===== src/hw/rtl/fft16_pkg.sv =====
`timescale 1ns / 1ps
package fft16_pkg;
  localparam int OUT_WIDTH = 21;
  localparam int TW_WIDTH  = 16;

  typedef enum logic [2:0] {
    ST_LOAD, ST_RD_B, ST_RD_A, ST_MUL, ST_WR_T, ST_WR_B, ST_OUT_RD, ST_OUT
  } state_t;

  // quarter-wave cosine in Q1.14, index 0..4 for angles 0..pi/2 in steps of 2pi/16
  function automatic logic signed [TW_WIDTH-1:0] quarter_cos(input logic [2:0] m);
    case (m)
      3'd0: quarter_cos = 16'sd16384;
      3'd1: quarter_cos = 16'sd15137;
      3'd2: quarter_cos = 16'sd11585;
      3'd3: quarter_cos = 16'sd6270;
      default: quarter_cos = 16'sd0;
    endcase
  endfunction

  function automatic logic signed [TW_WIDTH-1:0] cos16(input logic [3:0] m);
    logic [3:0] t;
    if (m <= 4'd4) cos16 = quarter_cos(m[2:0]);
    else if (m <= 4'd8) begin
      t = 4'd8 - m;
      cos16 = -quarter_cos(t[2:0]);
    end else if (m <= 4'd12) begin
      t = m - 4'd8;
      cos16 = -quarter_cos(t[2:0]);
    end else begin
      t = 4'd0 - m;
      cos16 = quarter_cos(t[2:0]);
    end
  endfunction
endpackage


===== src/hw/rtl/fft16_radix2_dit_core.sv =====
`timescale 1ns / 1ps
// channel   | dir | handshake            | payload
// in_       | in  | in_tvalid/in_tready  | in_tdata: sample_re[15:0], sample_im[31:16]
// out_      | out | out_tvalid/out_tready| out_tdata: bin_re[20:0], bin_im[41:21], bin_index[45:42]
//           |     |                      | out_tlast: last_bin
// a frame is loaded as 16 samples, then 32 butterflies run on one
// butterfly unit and one work memory (read b, read a, multiply, two writes),
// then 16 bins are emitted, each read from the memory and then presented
// rst_n is synchronous; it clears the control state, the memory is not cleared
// out_tready low holds the current bin; no input transfer while transforming
// or emitting
module fft16_radix2_dit_core #(
  parameter int POINTS = 16
) (
  input  logic        clk,
  input  logic        rst_n,
  input  logic        in_tvalid,
  output logic        in_tready,
  input  logic [31:0] in_tdata,   // sample_re, sample_im
  output logic        out_tvalid,
  input  logic        out_tready,
  output logic [47:0] out_tdata,  // bin_re, bin_im, bin_index, zero fill
  output logic        out_tlast   // last_bin
);
  localparam int AW = $clog2(POINTS);
  localparam int SW = AW > 1 ? $clog2(AW) : 1;
  localparam int OW = fft16_pkg::OUT_WIDTH;
  localparam int PW = OW + fft16_pkg::TW_WIDTH;

  fft16_pkg::state_t state_r, state_nxt;
  logic [AW-1:0] cnt_r, cnt_nxt;      // load / output / butterfly counter
  logic [SW-1:0] stage_r, stage_nxt;
  logic signed [OW-1:0] br_r, bi_r, tr_r, ti_r, ar_r, ai_r;
  logic signed [PW-1:0] p0_r, p1_r, p2_r, p3_r;
  logic mul_done_r;
  logic we;
  logic [AW-1:0] waddr, raddr;
  logic [2*OW-1:0] wdata, rdata;
  logic [AW-1:0] rev, top, bot, half, tw_m;
  logic [3:0] m16;
  logic signed [fft16_pkg::TW_WIDTH-1:0] wr, wi;

  fft16_ram #(.WIDTH(2*OW), .DEPTH(POINTS)) u_ram (
    .clk(clk), .we(we), .waddr(waddr), .wdata(wdata), .raddr(raddr), .rdata(rdata)
  );

  always_comb begin
    for (int i = 0; i < AW; i++) rev[i] = cnt_r[AW-1-i];
  end

  // butterfly j of a stage: group = bits from the stage bit up, i = low bits
  always_comb begin
    logic [AW-1:0] lowmask;
    half = AW'(1) << stage_r;
    lowmask = half - AW'(1);
    top = ((cnt_r & ~lowmask) << 1) | (cnt_r & lowmask);
    bot = top | half;
    tw_m = (cnt_r & lowmask) << (AW - 1 - int'(stage_r));
    m16 = 4'((32'(tw_m) * 16) / POINTS);
    wr = fft16_pkg::cos16(m16);
    wi = -fft16_pkg::cos16(m16 + 4'd12);
  end

  function automatic logic signed [OW-1:0] rnd(input logic signed [PW-1:0] p);
    logic signed [PW-1:0] s;
    s = (p + (PW'(1) <<< 13)) >>> 14;
    rnd = s[OW-1:0];
  endfunction

  logic signed [OW-1:0] t_re, t_im;
  assign t_re = rnd(p0_r) - rnd(p1_r);
  assign t_im = rnd(p2_r) + rnd(p3_r);

  always_comb begin
    state_nxt = state_r;
    cnt_nxt = cnt_r;
    stage_nxt = stage_r;
    we = 1'b0;
    waddr = bot;
    wdata = {ai_r - ti_r, ar_r - tr_r};
    raddr = bot;
    in_tready = 1'b0;
    out_tvalid = 1'b0;
    case (state_r)
      fft16_pkg::ST_LOAD: begin
        in_tready = 1'b1;
        waddr = rev;
        wdata = {OW'($signed(in_tdata[31:16])), OW'($signed(in_tdata[15:0]))};
        if (in_tvalid) begin
          we = 1'b1;
          cnt_nxt = cnt_r + AW'(1);
          if (cnt_r == AW'(POINTS-1)) begin
            state_nxt = fft16_pkg::ST_RD_B;
            stage_nxt = '0;
          end
        end
      end
      fft16_pkg::ST_RD_B: state_nxt = fft16_pkg::ST_RD_A;
      fft16_pkg::ST_RD_A: begin
        raddr = top;
        state_nxt = fft16_pkg::ST_MUL;
      end
      fft16_pkg::ST_MUL: state_nxt = fft16_pkg::ST_WR_T;
      fft16_pkg::ST_WR_T: begin
        // products were registered in MUL; the twiddled b is formed on the fly
        we = 1'b1;
        waddr = top;
        wdata = {ai_r + t_im, ar_r + t_re};
        state_nxt = fft16_pkg::ST_WR_B;
      end
      fft16_pkg::ST_WR_B: begin
        we = 1'b1;
        state_nxt = fft16_pkg::ST_RD_B;
        cnt_nxt = cnt_r + AW'(1);
        if (cnt_r == AW'(POINTS/2-1)) begin
          cnt_nxt = '0;
          if (stage_r == SW'(AW-1)) state_nxt = fft16_pkg::ST_OUT_RD;
          else stage_nxt = stage_r + SW'(1);
        end
      end
      fft16_pkg::ST_OUT_RD: begin
        raddr = cnt_r;
        state_nxt = fft16_pkg::ST_OUT;
      end
      fft16_pkg::ST_OUT: begin
        raddr = cnt_r;
        out_tvalid = 1'b1;
        if (out_tready) begin
          cnt_nxt = cnt_r + AW'(1);
          state_nxt = (cnt_r == AW'(POINTS-1)) ? fft16_pkg::ST_LOAD : fft16_pkg::ST_OUT_RD;
        end
      end
      default: state_nxt = fft16_pkg::ST_LOAD;
    endcase
  end

  always_ff @(posedge clk) begin
    if (!rst_n) begin
      state_r <= fft16_pkg::ST_LOAD;
      cnt_r <= '0;
      stage_r <= '0;
    end else begin
      state_r <= state_nxt;
      cnt_r <= cnt_nxt;
      stage_r <= stage_nxt;
    end
  end

  // butterfly datapath: b arrives in RD_A, a in MUL, products ready for WR_T
  always_ff @(posedge clk) begin
    mul_done_r <= (state_r == fft16_pkg::ST_MUL);
    if (state_r == fft16_pkg::ST_RD_A) begin
      br_r <= rdata[OW-1:0];
      bi_r <= rdata[2*OW-1:OW];
    end
    if (state_r == fft16_pkg::ST_MUL) begin
      ar_r <= rdata[OW-1:0];
      ai_r <= rdata[2*OW-1:OW];
      p0_r <= PW'(br_r) * PW'(wr);
      p1_r <= PW'(bi_r) * PW'(wi);
      p2_r <= PW'(bi_r) * PW'(wr);
      p3_r <= PW'(br_r) * PW'(wi);
    end
    if (mul_done_r) begin
      tr_r <= t_re;
      ti_r <= t_im;
    end
  end

  assign out_tdata = {2'b00, 4'(cnt_r), rdata[2*OW-1:OW], rdata[OW-1:0]};
  assign out_tlast = (cnt_r == AW'(POINTS-1));
endmodule


===== src/hw/rtl/fft16_ram.sv =====
`timescale 1ns / 1ps
module fft16_ram #(
  parameter int WIDTH = 42,
  parameter int DEPTH = 16
) (
  input  logic                     clk,
  input  logic                     we,
  input  logic [$clog2(DEPTH)-1:0] waddr,
  input  logic [WIDTH-1:0]         wdata,
  input  logic [$clog2(DEPTH)-1:0] raddr,
  output logic [WIDTH-1:0]         rdata
);
  logic [WIDTH-1:0] mem [DEPTH];
  always_ff @(posedge clk) begin
    if (we) mem[waddr] <= wdata;
    rdata <= mem[raddr];
  end
endmodule


===== config.mk =====
export PLATFORM = sky130hd
export DESIGN_NAME = fft16_radix2_dit_core
export DESIGN_NICKNAME = d
export VERILOG_FILES = /design/src/hw/rtl/fft16_pkg.sv /design/src/hw/rtl/fft16_radix2_dit_core.sv /design/src/hw/rtl/fft16_ram.sv
export SDC_FILE = /design/constraint.sdc
export NUM_CORES = 2
export LEC_CHECK = 0
export ABC_AREA = 0
export BUFFER_PORTS_ARGS = -buffer_cell sky130_fd_sc_hd__buf_2
export CAP_MARGIN = 15
export CORE_MARGIN = 2
export CORE_UTILIZATION = 60
export DETAILED_ROUTE_END_ITERATION = 16
export PLACE_DENSITY = 0.84
export SYNTH_ARGS = -nofsm -noshare
export SYNTH_HDL_FRONTEND = slang
export SYNTH_SLANG_ARGS = --single-unit

===== constraint.sdc =====
create_clock -name clk -period 11.8 [get_ports clk]
set_input_delay 3.54 -clock clk [delete_from_list [all_inputs] [get_ports clk]]
set_output_delay 3.54 -clock clk [all_outputs]
set_load 0.02 [all_outputs]

==> results.md <==
- Result of the run: finished, final reports clean
- Worst Hold Class: reg2reg
- Routed via count divided by cell count: 5.99
- Pin count of the biggest net entering global routing: 225
- Die Span Y: 386 um
- Layout Cells excl Fill: 10.2k
- Total standard cell area after synthesis: 87400 um2
- Top cell type's share of synthesized area: 30.4%
- Overall power of the completed layout: 13.1 mW
- Sequential fraction of the synthesis area: 31.6%
- Sequential cell area: 27700 um2
- Average wire per standard cell: 22.0 um
- Rows: 140
- Port Buf Inserts: 84
- Crit-path most repeated cell: sky130_fd_sc_hd__inv_1
- Final-layout fill cell count: 10.5k
- Vias post-DR: 61.4k
- Global placement routability congestion: 0.942
- # placed instances: 10.1k
- Clock transition at the register clock pins on the worst setup and hold paths after CTS: 70 ps
- Worst skew pair latency: 710 ps
- Maximum fanout count along the critical path: 22
- Core area: 145000 um2
- # DRC: 0
- Worst slew margin: 18.4%
- Period utilisation layout: 95.2%
- First-pass GRT wire length: 355 mm
- Primary flip-flop cell chosen by synthesis mapping: sky130_fd_sc_hd__edfxtp_1
- Setup Total Neg Slack: 0 ps
- Max stage delay on crit path: 670 ps
- Capturing element type of the critical path: flip-flop
- Areal power density over the cells: 140 nW/um2
- Via count of the first global-routing pass: 65.1k
- Final setup violating endpoints: 0
- Share of layout cells above drive strength 1: 6.70%
- Antenna violations before repair: 10
- Clk sink count: 938
- Most instantiated library cell after synthesis: sky130_fd_sc_hd__inv_1
- Unique cell type count in the Yosys netlist: 96
- Clock tree from TritonCTS: done
- Met2 track utilization from global routing: 50.0%
- Cell leakage power: 37.3 nW
- Number of synthesized flops with an enable pin: 886
- Largest cells by area after synthesis: sky130_fd_sc_hd__edfxtp_1 30%, sky130_fd_sc_hd__fa_1 29%, sky130_fd_sc_hd__ha_1 6.6%
- Routed wire length: 225 mm
- Data required time at the worst endpoint: 12240 ps
- Critical path type: reg2reg
- Met3 layer usage reported by global route: 5.70%
- Effective utilization at floorplan: 60.2%
- Arrival @ worst endpoint: 11680 ps
- Number of buffers inserted during clock tree synthesis: 89
- Most congested layer reported by global routing: met2
- Maximum resistive drop on vdd: 0.196 mV
- Area growth from synthesis to layout: 6.95%
- Global-route track usage on met1: 39.9%
- Warnings, synthesis: 0
- Final hold violations: 0
- DIE AREA: 149000 um2
- HPWL after detailed placement: 157 mm
- H-Tree Level Count: 3
- Maximum buffer depth of the clock tree: 3
- GRT Resource Usage Total: 31.0%
- Number of search-and-repair iterations in the first detailed-routing pass: 7
- Shortest period the worst path allows: 11230 ps
- Utilization after layout: 64.4%
- Post-Synthesis Cells: 8323
- Share of synthesized registers carrying an async set or reset: 0%
- Post-route standard cell area excluding fillers: 93500 um2
- Die boundary width: 386 um
- Max Clk Rate: 89.0 MHz
- Number of nets in the finished design: 10.0k
- Pin slew with the least headroom to its limit: 1220 ps
- Setup skew after layout: 25.7 ps
- Root Driver: sky130_fd_sc_hd__clkbuf_16
- Commonest cells post-synth: 1460 x sky130_fd_sc_hd__inv_1, 1264 x sky130_fd_sc_hd__fa_1, 1140 x sky130_fd_sc_hd__nand2_1
- DRC violation total after the first TritonRoute iteration: 6737
- I/O pin total: 87
- Slowest cell on the critical path: sky130_fd_sc_hd__a21oi_4
- Number of maximum-capacitance violations: 0
- Cell taking the most area after synthesis: sky130_fd_sc_hd__edfxtp_1
- Setup crit start kind: flip-flop
- Count of antenna-violating nets left after detailed routing: 0
- Grt total ovfl: 0
- Mapped Avg Cell Area: 10.5 um2
- Flip-flop and latch count after synthesis: 938
- Final number of max-transition violations: 0
- Area occupied by multi-input gates: 53100 um2
- Post-detailed-placement cell area: 90300 um2
==> final timing paths <==
check	from	end	slack, ps	cells past startpoint
worst max-delay path	stage_r[0]	p2_r[33]	570	41
worst min-delay path	u_ram.rdata[18]	ar_r[18]	440	0
worst max register to register	stage_r[0]	p2_r[33]	570	41
worst min register to register	u_ram.rdata[18]	ar_r[18]	440	0
==> sequential cells by signal, indices dropped and copies added, names as in the netlist, 4 cells and up <==
register	flops
ti_r	21
p1_r	22
cnt_r	4
u_ram.mem	672
tr_r	21
p2_r	22
ar_r	21
p0_r	22
u_ram.rdata	42
p3_r	22
br_r	21
bi_r	21
ai_r	21
==> routing by layer <==
layer / share of wire (%) / up-vias
met4: 6.4 / 4
li1: - / 26513
met5: 0.010 / -
met3: 9.7 / 722
met1: 36 / 30797
met2: 48 / 3330
==> cell type report <==
cell class	count	area share [%]
flip-flops and latches	938	29.6
repair buffers	259	1.90
inverters	1461	5.87
diodes	2	0.00535
well taps	1917	2.57
clock buffers	117	2.56
clock inverters	50	0.657
multi-input cells	5505	56.9
==> cell usage in the layout, fill, tap and decap left out, types with 11 or more instances in the layout <==
cell	n
sky130_fd_sc_hd__a211oi_1	224
sky130_fd_sc_hd__clkinv_2	18
sky130_fd_sc_hd__buf_4	171
sky130_fd_sc_hd__nand2_1	1139
sky130_fd_sc_hd__nor3_1	49
sky130_fd_sc_hd__a21o_1	60
sky130_fd_sc_hd__and2_1	563
sky130_fd_sc_hd__xnor2_1	217
sky130_fd_sc_hd__nor2_4	20
sky130_fd_sc_hd__a31oi_1	104
sky130_fd_sc_hd__nor2_1	227
sky130_fd_sc_hd__nand2b_1	32
sky130_fd_sc_hd__ha_1	458
sky130_fd_sc_hd__nand3_1	86
sky130_fd_sc_hd__or2_2	53
sky130_fd_sc_hd__buf_2	84
sky130_fd_sc_hd__o21ai_0	107
sky130_fd_sc_hd__dfxtp_1	50
sky130_fd_sc_hd__edfxtp_1	886
sky130_fd_sc_hd__nand4_1	14
sky130_fd_sc_hd__o21a_1	25
sky130_fd_sc_hd__nor2b_1	108
sky130_fd_sc_hd__o31ai_1	14
sky130_fd_sc_hd__a21oi_1	256
sky130_fd_sc_hd__clkbuf_16	91
sky130_fd_sc_hd__mux2_2	14
sky130_fd_sc_hd__inv_1	1460
sky130_fd_sc_hd__o21bai_1	23
sky130_fd_sc_hd__xor2_1	105
sky130_fd_sc_hd__o21ai_1	11
sky130_fd_sc_hd__and3_1	53
sky130_fd_sc_hd__a311oi_1	85
sky130_fd_sc_hd__fa_1	1264
sky130_fd_sc_hd__o211ai_1	14
sky130_fd_sc_hd__clkbuf_1	24
==> through the flow <==
step	setup WS (ps)	hold WS, ps
2_1_floorplan	1490	560
3_3_place_gp	592	432
3_5_place_dp	51.8	432
4_1_cts	37.5	446
5_1_grt	-30.2	463
6_report	566	441
==> power breakdown <==
| group | leakage (nW) | switching (mW) | total, mW | internal [mW] |
|---|---|---|---|---|
| clock network | 1.46 | 1.30 | 2.97 | 1.67 |
| registers | 8.42 | 0.334 | 5.32 | 4.99 |
| logic | 27.4 | 3.47 | 4.78 | 1.32 |
==> worst max-delay path: cells and delay by family, from the launching register on <==
family	cells	cell delay, ps
XOR/XNOR	1	340
adder cells (fa/ha/maj)	10	4330
AND/OR/NAND/NOR	5	840
AO/OA/AOI/OAI	16	3900
buffers and inverters	9	1030
flip-flops	1	480
==> kinds of logic after synthesis <==
kind of cell	count (synthesis)	share of synthesized area (%)
and+or+nand+nor	2403	13.1
adders and majority gates	1723	35.5
AOI/OAI and AO/OA	1029	8.01
buffers and inverters	1883	8.14
xor gates and xnor gates	329	3.34
muxes	17	0.215
DFF	938	31.6
other	1	0.00429
==> repair_timing <==
action                                  CTS  global route
endpoints found under the setup margin    1            50
setup buffers                             0             6
pin swaps                                 0             5
gates cloned                              0             2
hold buffers                              0             0
gates resized for setup                   1             9
No activity file was read; power rests on OpenSTA's default activity.
